$ cat config.mk
export PLATFORM = sky130hd
export DESIGN_NAME = fm_synth_port_trap_shim_core
export DESIGN_NICKNAME = d
export VERILOG_FILES = /design/src/fmps_pkg.sv /design/src/fmps_in_stage.sv /design/src/fmps_core.sv /design/src/fmps_out_stage.sv /design/src/fm_synth_port_trap_shim_core.sv
export VERILOG_INCLUDE_DIRS = /design/src /design/src/src
export SDC_FILE = /design/constraint.sdc
export NUM_CORES = 1
export LEC_CHECK = 0
export ABC_AREA = 1
export BUFFER_PORTS_ARGS = -buffer_cell sky130_fd_sc_hd__buf_2
export CAP_MARGIN = 20
export CORE_ASPECT_RATIO = 1.2
export CORE_MARGIN = 3
export CORE_UTILIZATION = 40
export CTS_CLUSTER_DIAMETER = 200
export DETAILED_ROUTE_END_ITERATION = 10
export GPL_TIMING_DRIVEN = 0
export PLACE_DENSITY = 0.71
export SYNTH_ARGS = -nofsm -noshare
export SYNTH_HDL_FRONTEND = slang
export SYNTH_SLANG_ARGS = --single-unit
$ cat constraint.sdc
create_clock -name aclk -period 3.7 [get_ports aclk]
set_input_delay 0.555 -clock aclk [delete_from_list [all_inputs] [get_ports aclk]]
set_output_delay 0.555 -clock aclk [all_outputs]
set_load 0.005 [all_outputs]
$ cat src/assert_macros.svh
// Assertion macros shared by the RTL. In synthesis builds they expand to nothing.
`ifndef ASSERT_MACROS_SVH
`define ASSERT_MACROS_SVH

`ifndef SYNTHESIS

// Property checked at every rising clock edge outside reset.
`define ASSERT_CLK(lbl, clk, rstn, prop) \
    lbl: assert property (@(posedge clk) disable iff (!(rstn)) (prop)) \
        else $error("assertion failed: %m");

// Condition that must never be true outside reset.
`define ASSERT_NEVER(lbl, clk, rstn, expr) \
    lbl: assert property (@(posedge clk) disable iff (!(rstn)) !(expr)) \
        else $error("forbidden condition: %m");

`else

`define ASSERT_CLK(lbl, clk, rstn, prop)
`define ASSERT_NEVER(lbl, clk, rstn, expr)

`endif

`endif

$ cat src/fmps_pkg.sv
`timescale 1ns / 1ps

package fmps_pkg;

    // Access kinds carried on the input channel.
    localparam logic [1:0] CMD_READ  = 2'd0;
    localparam logic [1:0] CMD_WRITE = 2'd1;
    localparam logic [1:0] CMD_TICK  = 2'd2;

    // Bus ports of the emulated card.
    localparam logic [1:0] PORT_PRI_INDEX = 2'd0;
    localparam logic [1:0] PORT_PRI_DATA  = 2'd1;
    localparam logic [1:0] PORT_SEC_INDEX = 2'd2;
    localparam logic [1:0] PORT_SEC_DATA  = 2'd3;

    // Register indexes with special handling.
    localparam logic [7:0] IDX_TIMER_CTRL = 8'd4;
    localparam logic [7:0] IDX_VOL_LEFT   = 8'd9;
    localparam logic [7:0] IDX_VOL_RIGHT  = 8'd10;

    // Extended control codes on the secondary index port.
    localparam logic [7:0] EXT_ENABLE_CODE  = 8'hFF;
    localparam logic [7:0] EXT_DISABLE_CODE = 8'hFE;
    localparam logic [7:0] EXT_ID_BYTE      = 8'hBF;

    // Timer control and status bits.
    localparam logic [7:0] T1_START_BIT   = 8'h01;
    localparam logic [7:0] T2_START_BIT   = 8'h02;
    localparam logic [7:0] T1_STATUS_BITS = 8'hC0;
    localparam logic [7:0] T2_STATUS_BITS = 8'hA0;

    // Reset values.
    localparam logic [7:0] VOLUME_RESET = 8'h08;
    localparam logic [7:0] LIMIT_RESET  = 8'(71 / 4);
    localparam logic [7:0] COUNT_MAX    = 8'hFF;

    // One accepted input beat.
    typedef struct packed {
        logic [1:0] cmd;
        logic [1:0] port_select;
        logic [7:0] write_data;
    } in_item_t;

    // One result beat.
    typedef struct packed {
        logic [7:0] read_data;
        logic       forward_valid;
        logic       forward_bank;
        logic [7:0] forward_index;
        logic [7:0] forward_data;
        logic       forward_queued;
        logic       flush_request;
    } result_t;

    // Width of the result channel's tdata, rounded up to whole bytes.
    localparam int RESULT_BITS = $bits(result_t);
    localparam int M_TDATA_W   = ((RESULT_BITS + 7) / 8) * 8;

endpackage

$ cat src/fmps_in_stage.sv
`timescale 1ns / 1ps

module fmps_in_stage
    import fmps_pkg::*;
(
    input  logic     aclk,
    input  logic     aresetn,
    input  logic     in_valid,
    output logic     in_ready,
    input  in_item_t in_item,
    input  logic     take,
    output logic     item_valid,
    output in_item_t item
);

    logic     valid_reg;
    logic     valid_next;
    in_item_t item_reg;

    // The register is free when empty or when its beat moves on this cycle.
    assign in_ready   = !valid_reg || take;
    assign valid_next = in_valid ? 1'b1 : (valid_reg && !take);

    always_ff @(posedge aclk) begin
        if (!aresetn) begin
            valid_reg <= 1'b0;
        end else begin
            valid_reg <= valid_next;
        end
    end

    // Payload is loaded on every accepted beat.
    always_ff @(posedge aclk) begin
        if (in_valid && in_ready) begin
            item_reg <= in_item;
        end
    end

    assign item_valid = valid_reg;
    assign item       = item_reg;

endmodule

$ cat src/fmps_core.sv
`timescale 1ns / 1ps

module fmps_core
    import fmps_pkg::*;
(
    input  logic       aclk,
    input  logic       aresetn,
    input  logic       cfg_wr_en,
    input  logic [7:0] cfg_wr_data,
    input  logic       take,
    input  in_item_t   item,
    output result_t    result
);

    logic [7:0] limit_reg;
    logic [7:0] pri_index_reg, sec_index_reg;
    logic [7:0] timer1_reg, timer2_reg;
    logic       ext_en_reg;
    logic [7:0] vol_left_reg, vol_right_reg;
    logic [7:0] count_reg;

    logic [7:0] pri_index_next, sec_index_next;
    logic [7:0] timer1_next, timer2_next;
    logic       ext_en_next;
    logic [7:0] vol_left_next, vol_right_next;
    logic [7:0] count_next;

    logic [7:0] status;
    logic       sec_is_vol;
    logic [7:0] vol_sel;
    logic [7:0] count_inc;

    // Emulated status byte: a timer reads expired when started and not masked.
    always_comb begin
        status = '0;
        if ((timer1_reg & (T1_STATUS_BITS | T1_START_BIT)) == T1_START_BIT) begin
            status = status | T1_STATUS_BITS;
        end
        if ((timer2_reg & (T2_STATUS_BITS | T2_START_BIT)) == T2_START_BIT) begin
            status = status | T2_STATUS_BITS;
        end
    end

    assign sec_is_vol = (sec_index_reg == IDX_VOL_LEFT) || (sec_index_reg == IDX_VOL_RIGHT);
    // Index 9 selects the left volume, index 10 the right one.
    assign vol_sel    = sec_index_reg[0] ? vol_left_reg : vol_right_reg;
    assign count_inc  = (count_reg == COUNT_MAX) ? count_reg : count_reg + 8'd1;

    // Result and next state for the beat in the input register.
    always_comb begin
        result         = '0;
        pri_index_next = pri_index_reg;
        sec_index_next = sec_index_reg;
        timer1_next    = timer1_reg;
        timer2_next    = timer2_reg;
        ext_en_next    = ext_en_reg;
        vol_left_next  = vol_left_reg;
        vol_right_next = vol_right_reg;
        count_next     = count_reg;
        case (item.cmd)
            CMD_READ: begin
                if (item.port_select == PORT_SEC_INDEX && ext_en_reg) begin
                    result.read_data = EXT_ID_BYTE;
                end else if (item.port_select == PORT_SEC_DATA && sec_is_vol) begin
                    result.read_data = vol_sel;
                end else begin
                    result.read_data = status;
                end
            end
            CMD_WRITE: begin
                case (item.port_select)
                    PORT_PRI_INDEX: begin
                        pri_index_next = item.write_data;
                    end
                    PORT_SEC_INDEX: begin
                        if (item.write_data == EXT_ENABLE_CODE) begin
                            ext_en_next = 1'b1;
                        end else if (item.write_data == EXT_DISABLE_CODE) begin
                            ext_en_next = 1'b0;
                        end
                        sec_index_next = item.write_data;
                    end
                    default: begin
                        // Data ports forward the write with bank and latched index.
                        result.forward_valid  = 1'b1;
                        result.forward_data   = item.write_data;
                        result.forward_queued = (count_reg >= limit_reg);
                        count_next            = count_inc;
                        if (item.port_select == PORT_PRI_DATA) begin
                            result.forward_bank  = 1'b0;
                            result.forward_index = pri_index_reg;
                            if (pri_index_reg == IDX_TIMER_CTRL) begin
                                if ((item.write_data & (T1_START_BIT | T1_STATUS_BITS)) != '0) begin
                                    timer1_next = item.write_data;
                                end
                                if ((item.write_data & (T2_START_BIT | T2_STATUS_BITS)) != '0) begin
                                    timer2_next = item.write_data;
                                end
                            end
                        end else begin
                            result.forward_bank  = 1'b1;
                            result.forward_index = sec_index_reg;
                            if (sec_index_reg == IDX_VOL_LEFT) begin
                                vol_left_next = item.write_data;
                            end else if (sec_index_reg == IDX_VOL_RIGHT) begin
                                vol_right_next = item.write_data;
                            end
                        end
                    end
                endcase
            end
            CMD_TICK: begin
                count_next           = '0;
                result.flush_request = 1'b1;
            end
            default: begin
                // Unused code: no state change, all-zero result.
            end
        endcase
    end

    // Configuration register.
    always_ff @(posedge aclk) begin
        if (!aresetn) begin
            limit_reg <= LIMIT_RESET;
        end else if (cfg_wr_en) begin
            limit_reg <= cfg_wr_data;
        end
    end

    // Card state advances once per beat handed to the output register.
    always_ff @(posedge aclk) begin
        if (!aresetn) begin
            pri_index_reg <= '0;
            sec_index_reg <= '0;
            timer1_reg    <= '0;
            timer2_reg    <= '0;
            ext_en_reg    <= 1'b0;
            vol_left_reg  <= VOLUME_RESET;
            vol_right_reg <= VOLUME_RESET;
            count_reg     <= '0;
        end else if (take) begin
            pri_index_reg <= pri_index_next;
            sec_index_reg <= sec_index_next;
            timer1_reg    <= timer1_next;
            timer2_reg    <= timer2_next;
            ext_en_reg    <= ext_en_next;
            vol_left_reg  <= vol_left_next;
            vol_right_reg <= vol_right_next;
            count_reg     <= count_next;
        end
    end

endmodule

$ cat src/fmps_out_stage.sv
`timescale 1ns / 1ps

module fmps_out_stage
    import fmps_pkg::*;
(
    input  logic    aclk,
    input  logic    aresetn,
    input  logic    load,
    input  result_t result,
    output logic    can_load,
    output logic    out_valid,
    input  logic    out_ready,
    output result_t out_result
);

    logic    valid_reg;
    logic    valid_next;
    result_t result_reg;

    // A new beat may enter when the register is empty or being drained.
    assign can_load   = !valid_reg || out_ready;
    assign valid_next = load ? 1'b1 : (valid_reg && !out_ready);

    always_ff @(posedge aclk) begin
        if (!aresetn) begin
            valid_reg <= 1'b0;
        end else begin
            valid_reg <= valid_next;
        end
    end

    always_ff @(posedge aclk) begin
        if (load) begin
            result_reg <= result;
        end
    end

    assign out_valid  = valid_reg;
    assign out_result = result_reg;

endmodule

$ cat src/fm_synth_port_trap_shim_core.sv
// Port emulation for a two-bank FM synthesizer card. Each input beat is one bus
// access (read or write on one of the four ports) or a timer tick, and yields
// exactly one result beat: the read byte, the forwarded write with its bank,
// latched index and immediate/queued mark, a flush request, or an all-zero beat
// for an index write. A beat passes an input register, combinational decode and
// state update, and an output register, and waits in the input register while
// the output register is stalled. One beat is accepted every cycle
// while the result side keeps up. The limit register may be written at any time
// the block is idle; it takes effect on the next beat.
`timescale 1ns / 1ps

`include "assert_macros.svh"

module fm_synth_port_trap_shim_core
    import fmps_pkg::*;
(
    input  logic                 aclk,
    input  logic                 aresetn,
    // Limit register write port.
    input  logic                 cfg_wr_en,
    input  logic [7:0]           cfg_wr_data,
    // Input channel.
    input  logic                 s_axis_tvalid,
    output logic                 s_axis_tready,
    input  logic [7:0]           s_axis_tdata,  // [7:0] write_data
    input  logic [3:0]           s_axis_tuser,  // [1:0] cmd, [3:2] port_select
    // Result channel.
    output logic                 m_axis_tvalid,
    input  logic                 m_axis_tready,
    // [7:0] read_data, [8] forward_valid, [9] forward_bank, [17:10] forward_index,
    // [25:18] forward_data, [26] forward_queued, [27] flush_request, rest zero
    output logic [M_TDATA_W-1:0] m_axis_tdata
);

    in_item_t in_item;
    in_item_t item;
    logic     item_valid;
    logic     can_load;
    logic     take;
    result_t  result;
    result_t  out_result;

    assign in_item.cmd         = s_axis_tuser[1:0];
    assign in_item.port_select = s_axis_tuser[3:2];
    assign in_item.write_data  = s_axis_tdata;

    // A beat leaves the input register when the output register can hold it.
    assign take = item_valid && can_load;

    fmps_in_stage u_in_stage (
        .aclk       (aclk),
        .aresetn    (aresetn),
        .in_valid   (s_axis_tvalid),
        .in_ready   (s_axis_tready),
        .in_item    (in_item),
        .take       (take),
        .item_valid (item_valid),
        .item       (item)
    );

    fmps_core u_core (
        .aclk        (aclk),
        .aresetn     (aresetn),
        .cfg_wr_en   (cfg_wr_en),
        .cfg_wr_data (cfg_wr_data),
        .take        (take),
        .item        (item),
        .result      (result)
    );

    fmps_out_stage u_out_stage (
        .aclk       (aclk),
        .aresetn    (aresetn),
        .load       (take),
        .result     (result),
        .can_load   (can_load),
        .out_valid  (m_axis_tvalid),
        .out_ready  (m_axis_tready),
        .out_result (out_result)
    );

    // Result fields packed from the lowest bit up.
    always_comb begin
        m_axis_tdata        = '0;
        m_axis_tdata[7:0]   = out_result.read_data;
        m_axis_tdata[8]     = out_result.forward_valid;
        m_axis_tdata[9]     = out_result.forward_bank;
        m_axis_tdata[17:10] = out_result.forward_index;
        m_axis_tdata[25:18] = out_result.forward_data;
        m_axis_tdata[26]    = out_result.forward_queued;
        m_axis_tdata[27]    = out_result.flush_request;
    end

    // A stalled result beat is never overwritten by a new one.
    `ASSERT_NEVER(a_no_overwrite, aclk, aresetn, take && m_axis_tvalid && !m_axis_tready)

    // A beat is either a read, a forwarded write or a tick, never two of them.
    `ASSERT_NEVER(a_fwd_flush_excl, aclk, aresetn,
                  m_axis_tvalid && out_result.forward_valid && out_result.flush_request)

    // Writes and ticks return a zero read byte.
    `ASSERT_CLK(a_read_zero, aclk, aresetn,
                (m_axis_tvalid && (out_result.forward_valid || out_result.flush_request))
                |-> (out_result.read_data == '0))

    // A beat handed on is visible on the result side in the next cycle.
    `ASSERT_CLK(a_take_shows, aclk, aresetn, take |=> m_axis_tvalid)

endmodule
==> results.yml <==
worst_setup_path:
  cpMaxStageDelayCell: "sky130_fd_sc_hd__inv_1"
  worst-path-buf-inv: 2
  reg2reg_setup_slack_ps: 1680
  cp-endpoint: "u_core.timer2_reg[5]"
  critical_path_arrival_ps: 2260
  worst_stage_delay_on_the_critical_path_ps: 550
  worst_r2r_endpoint: "u_core.timer2_reg[5]"
  maximum_fanout_encountered_on_the_critical_timing_path: 17
  crit_top_cell: "sky130_fd_sc_hd__nand2_1"
  worstRegToRegCells: 9
  timing.critical_path.from: "u_out_stage.out_valid"
  worstSetupStartpointType: "register"
  path_class: "register to register"
  regToRegStartpoint: "u_out_stage.out_valid"
  worstPathRequired_ps: 3940
  cpLargestDelayFamily: "buffers and inverters"
  critical_path.endpoint_type: "register"
  crit_cells: 9
  crit_path_cells: "nand2_1 > nand2_1 > inv_1 > buf_16 > nand2_1 > nor2_1 > nand2_1 > o21ai_0 > nor2_1"
synth:
  dominantRegCellSynth: "sky130_fd_sc_hd__dfxtp_1"
  synthesis.area_mm2: 0.00421
  syn-mean-instance-area_um2: 8.29
  synth_top_area_cell: "sky130_fd_sc_hd__edfxtp_1"
  synth-seq-area-share_pct: 55.6
  synth_edf_count: 40
  ys_async_sr_fraction_pct: 0
  synth.top_cell.area_share_pct: 28.5
  yosys.cell_count.top_type: "sky130_fd_sc_hd__nand2_1"
  synth-seq-cells: 97
  synth.cells.most_frequent: "sky130_fd_sc_hd__nand2_1, sky130_fd_sc_hd__nor2_1, sky130_fd_sc_hd__dfxtp_1, sky130_fd_sc_hd__inv_1, sky130_fd_sc_hd__o21ai_0"
  synthDistinctLibCells: 29
  netlist_instances: 508
  ys_warn_count: 0
  yosys-top-cells-area: "sky130_fd_sc_hd__edfxtp_1, sky130_fd_sc_hd__dfxtp_1, sky130_fd_sc_hd__nand2_1"
drt:
  final_antenna_net_count: 0
  drt-wirelength-per-cell_um: 13.3
  vias: 3526
  drt_pass1_iterations: 5
  route.final.wire_length_um: 9440
  detailedRoute.firstIterationViolations: 198
  avgViaCountPerCell: 4.98
  detail_route.drc_violations: 0
clocking:
  cts_buffer_depth: 2
  cts.sink_count: 97
  htree_levels: 3
  clkSlewWorstSetupHoldPaths_ps: 70
  postCtsHoldBufs: 0
  cts_inserted_buffers: 9
  cts_root_buf: "sky130_fd_sc_hd__clkbuf_16"
  postCtsSetupBuffers: 0
  clock_latency_ps: 350
  tritoncts_clock_tree: "built"
  post_cts.resized_instances: 0
timing:
  report.final.slew_viol_count: 0
  layout_worst_path_cycle_share_pct: 54.6
  timing.setup.tns_ps: 0
  worst_slew_margin_rel_pct: 52.9
  holdWs_ps: 376
  worst-slew-pin-transition_ps: 705
  final-setup-viol-count: 0
  worst_clock_skew_ps: 12.8
  unrepaired_setup_endpoints_after_global_routing: "false"
  timing.final.ws_setup_ps: 1680
  fmax_mhz: 495
  report.final.hold_viol_count: 0
  period_needed_ps: 2020
placed_design:
  buffer_ports.inserted: 54
  dp_worst_setup_slack_ps: 1330
  gp_congestion: 0.881
  dp.final_hpwl_um: 6950
floorplanning:
  die-area_mm2: 0.0118
  die-height_um: 118
  floorplan.rows: 40
  die_x_um: 99.7
  core_region_area_mm2: 0.0102
  floorplan.io_pins: 59
  floorplan.initialDensity_pct: 41.5
layout:
  post_route_cells_drive_above_1_share_pct: 16.5
  antenna-diode-count: 0
  area_delta_synth_final_pct: 18.1
  largest_register_ffs: 28
  finish.net_count: 611
worst_hold_path:
  hp-class: "input port to register"
grt:
  globalRouteOverflowTotal: 0
  grt_max_degree: 18
  grt_usage_pct: 16.7
  first_global_vias: 3390
  grt_first_pass_wirelength_um: 15700
  grt_antenna_before_repair: 0
pwr:
  peakVddDrop_mv: 0.232
  p_per_area_mw_per_mm2: 450
  total_leakage_power_uw: 0.00214
flow_run:
  max_cap_violations: 0
status:
  status: "completed"
[metrics by stage]
step,total power (uW),cells,utilization (%),cell area (um2)
2_1_floorplan,1270,511,-,4220
3_3_place_gp,1330,691,45.8,4650
3_5_place_dp,1340,692,46.1,4680
4_1_cts,2250,708,49.0,4970
5_1_grt,2320,708,49.0,4970
6_report,2240,708,49.0,4970
[worst register-to-register path: stages, from the launching register on]
cell                      delay [ps]
sky130_fd_sc_hd__dfxtp_1         330
sky130_fd_sc_hd__nand2_1          90
sky130_fd_sc_hd__nand2_1         120
sky130_fd_sc_hd__inv_1           550
sky130_fd_sc_hd__buf_16          230
sky130_fd_sc_hd__nand2_1         100
sky130_fd_sc_hd__nor2_1          100
sky130_fd_sc_hd__nand2_1         120
sky130_fd_sc_hd__o21ai_0         200
sky130_fd_sc_hd__nor2_1           70
[layout by cell type (no fill, tap or decap), drive strengths merged]
cell / netlist / routed
nor3: 1 / 1
clkbuf: 8 / 18
dfxtp: 57 / 57
inv: 57 / 59
o21ai: 52 / 52
clkinv: 2 / 4
bufinv: 0 / 1
nand4: 5 / 5
o21bai: 1 / 1
nor2: 94 / 94
a21oi: 45 / 45
o211ai: 1 / 1
nand2: 100 / 100
nand3: 22 / 22
conb: 1 / 4
nor3b: 3 / 3
buf: 8 / 63
ha: 9 / 9
nand3b: 1 / 1
clkinvlp: 0 / 1
edfxtp: 40 / 40
a31oi: 1 / 1
[cell families after synthesis]
family | Yosys count | synth area share (%)
and+or+nand+nor | 226 | 22.3
AOI/OAI and AO/OA | 100 | 12.1
DFF | 97 | 55.6
buffers and inverters | 75 | 7.25
adders and majority gates | 9 | 2.67
other | 1 | 0.0890
[report_power, final]
part           switching (uW)  internal [uW]
registers                21.9           1150
logic                    92.4           51.4
clock network             397            526
total                     511           1730
[worst min path at each step]
| stage | startpoint | end | slack (ps) | cells after the start |
|---|---|---|---|---|
| 2_1_floorplan | u_core.limit_reg[0] | u_core.limit_reg[0] | 430 | 2 |
| 3_3_place_gp | u_in_stage.item_valid | u_out_stage.out_valid | 450 | 2 |
| 3_5_place_dp | u_core.ext_en_reg | u_core.ext_en_reg | 460 | 2 |
| 4_1_cts | s_axis_tuser[1] | u_in_stage.item[11] | 370 | 1 |
| 5_1_grt | s_axis_tdata[6] | u_in_stage.item[6] | 370 | 1 |
| 6_report | s_axis_tdata[4] | u_in_stage.item[4] | 380 | 1 |
[per-layer routing]
metal | vias up | track usage [%] | routed length (um)
met2 | 113 | 27.2 | 4580
met5 | - | 0 | 0
met3 | 19 | 4.01 | 578
li1 | 1787 | - | -
met4 | 0 | 7.00 | 211
met1 | 1607 | 20.8 | 4070
[final cells by class]
| class | count | area [um2] |
|---|---|---|
| plain buffers | 16 | 82.6 |
| clock buffers | 10 | 229 |
| clock inverters | 6 | 65.1 |
| fillers | 1000 | 5190 |
| inverters | 59 | 223 |
| multi-input cells | 339 | 1580 |
| flip-flops and latches | 97 | 2340 |
| well taps | 126 | 158 |
| repair buffers | 55 | 298 |
Note: power is estimated with default switching activity, not from simulation.
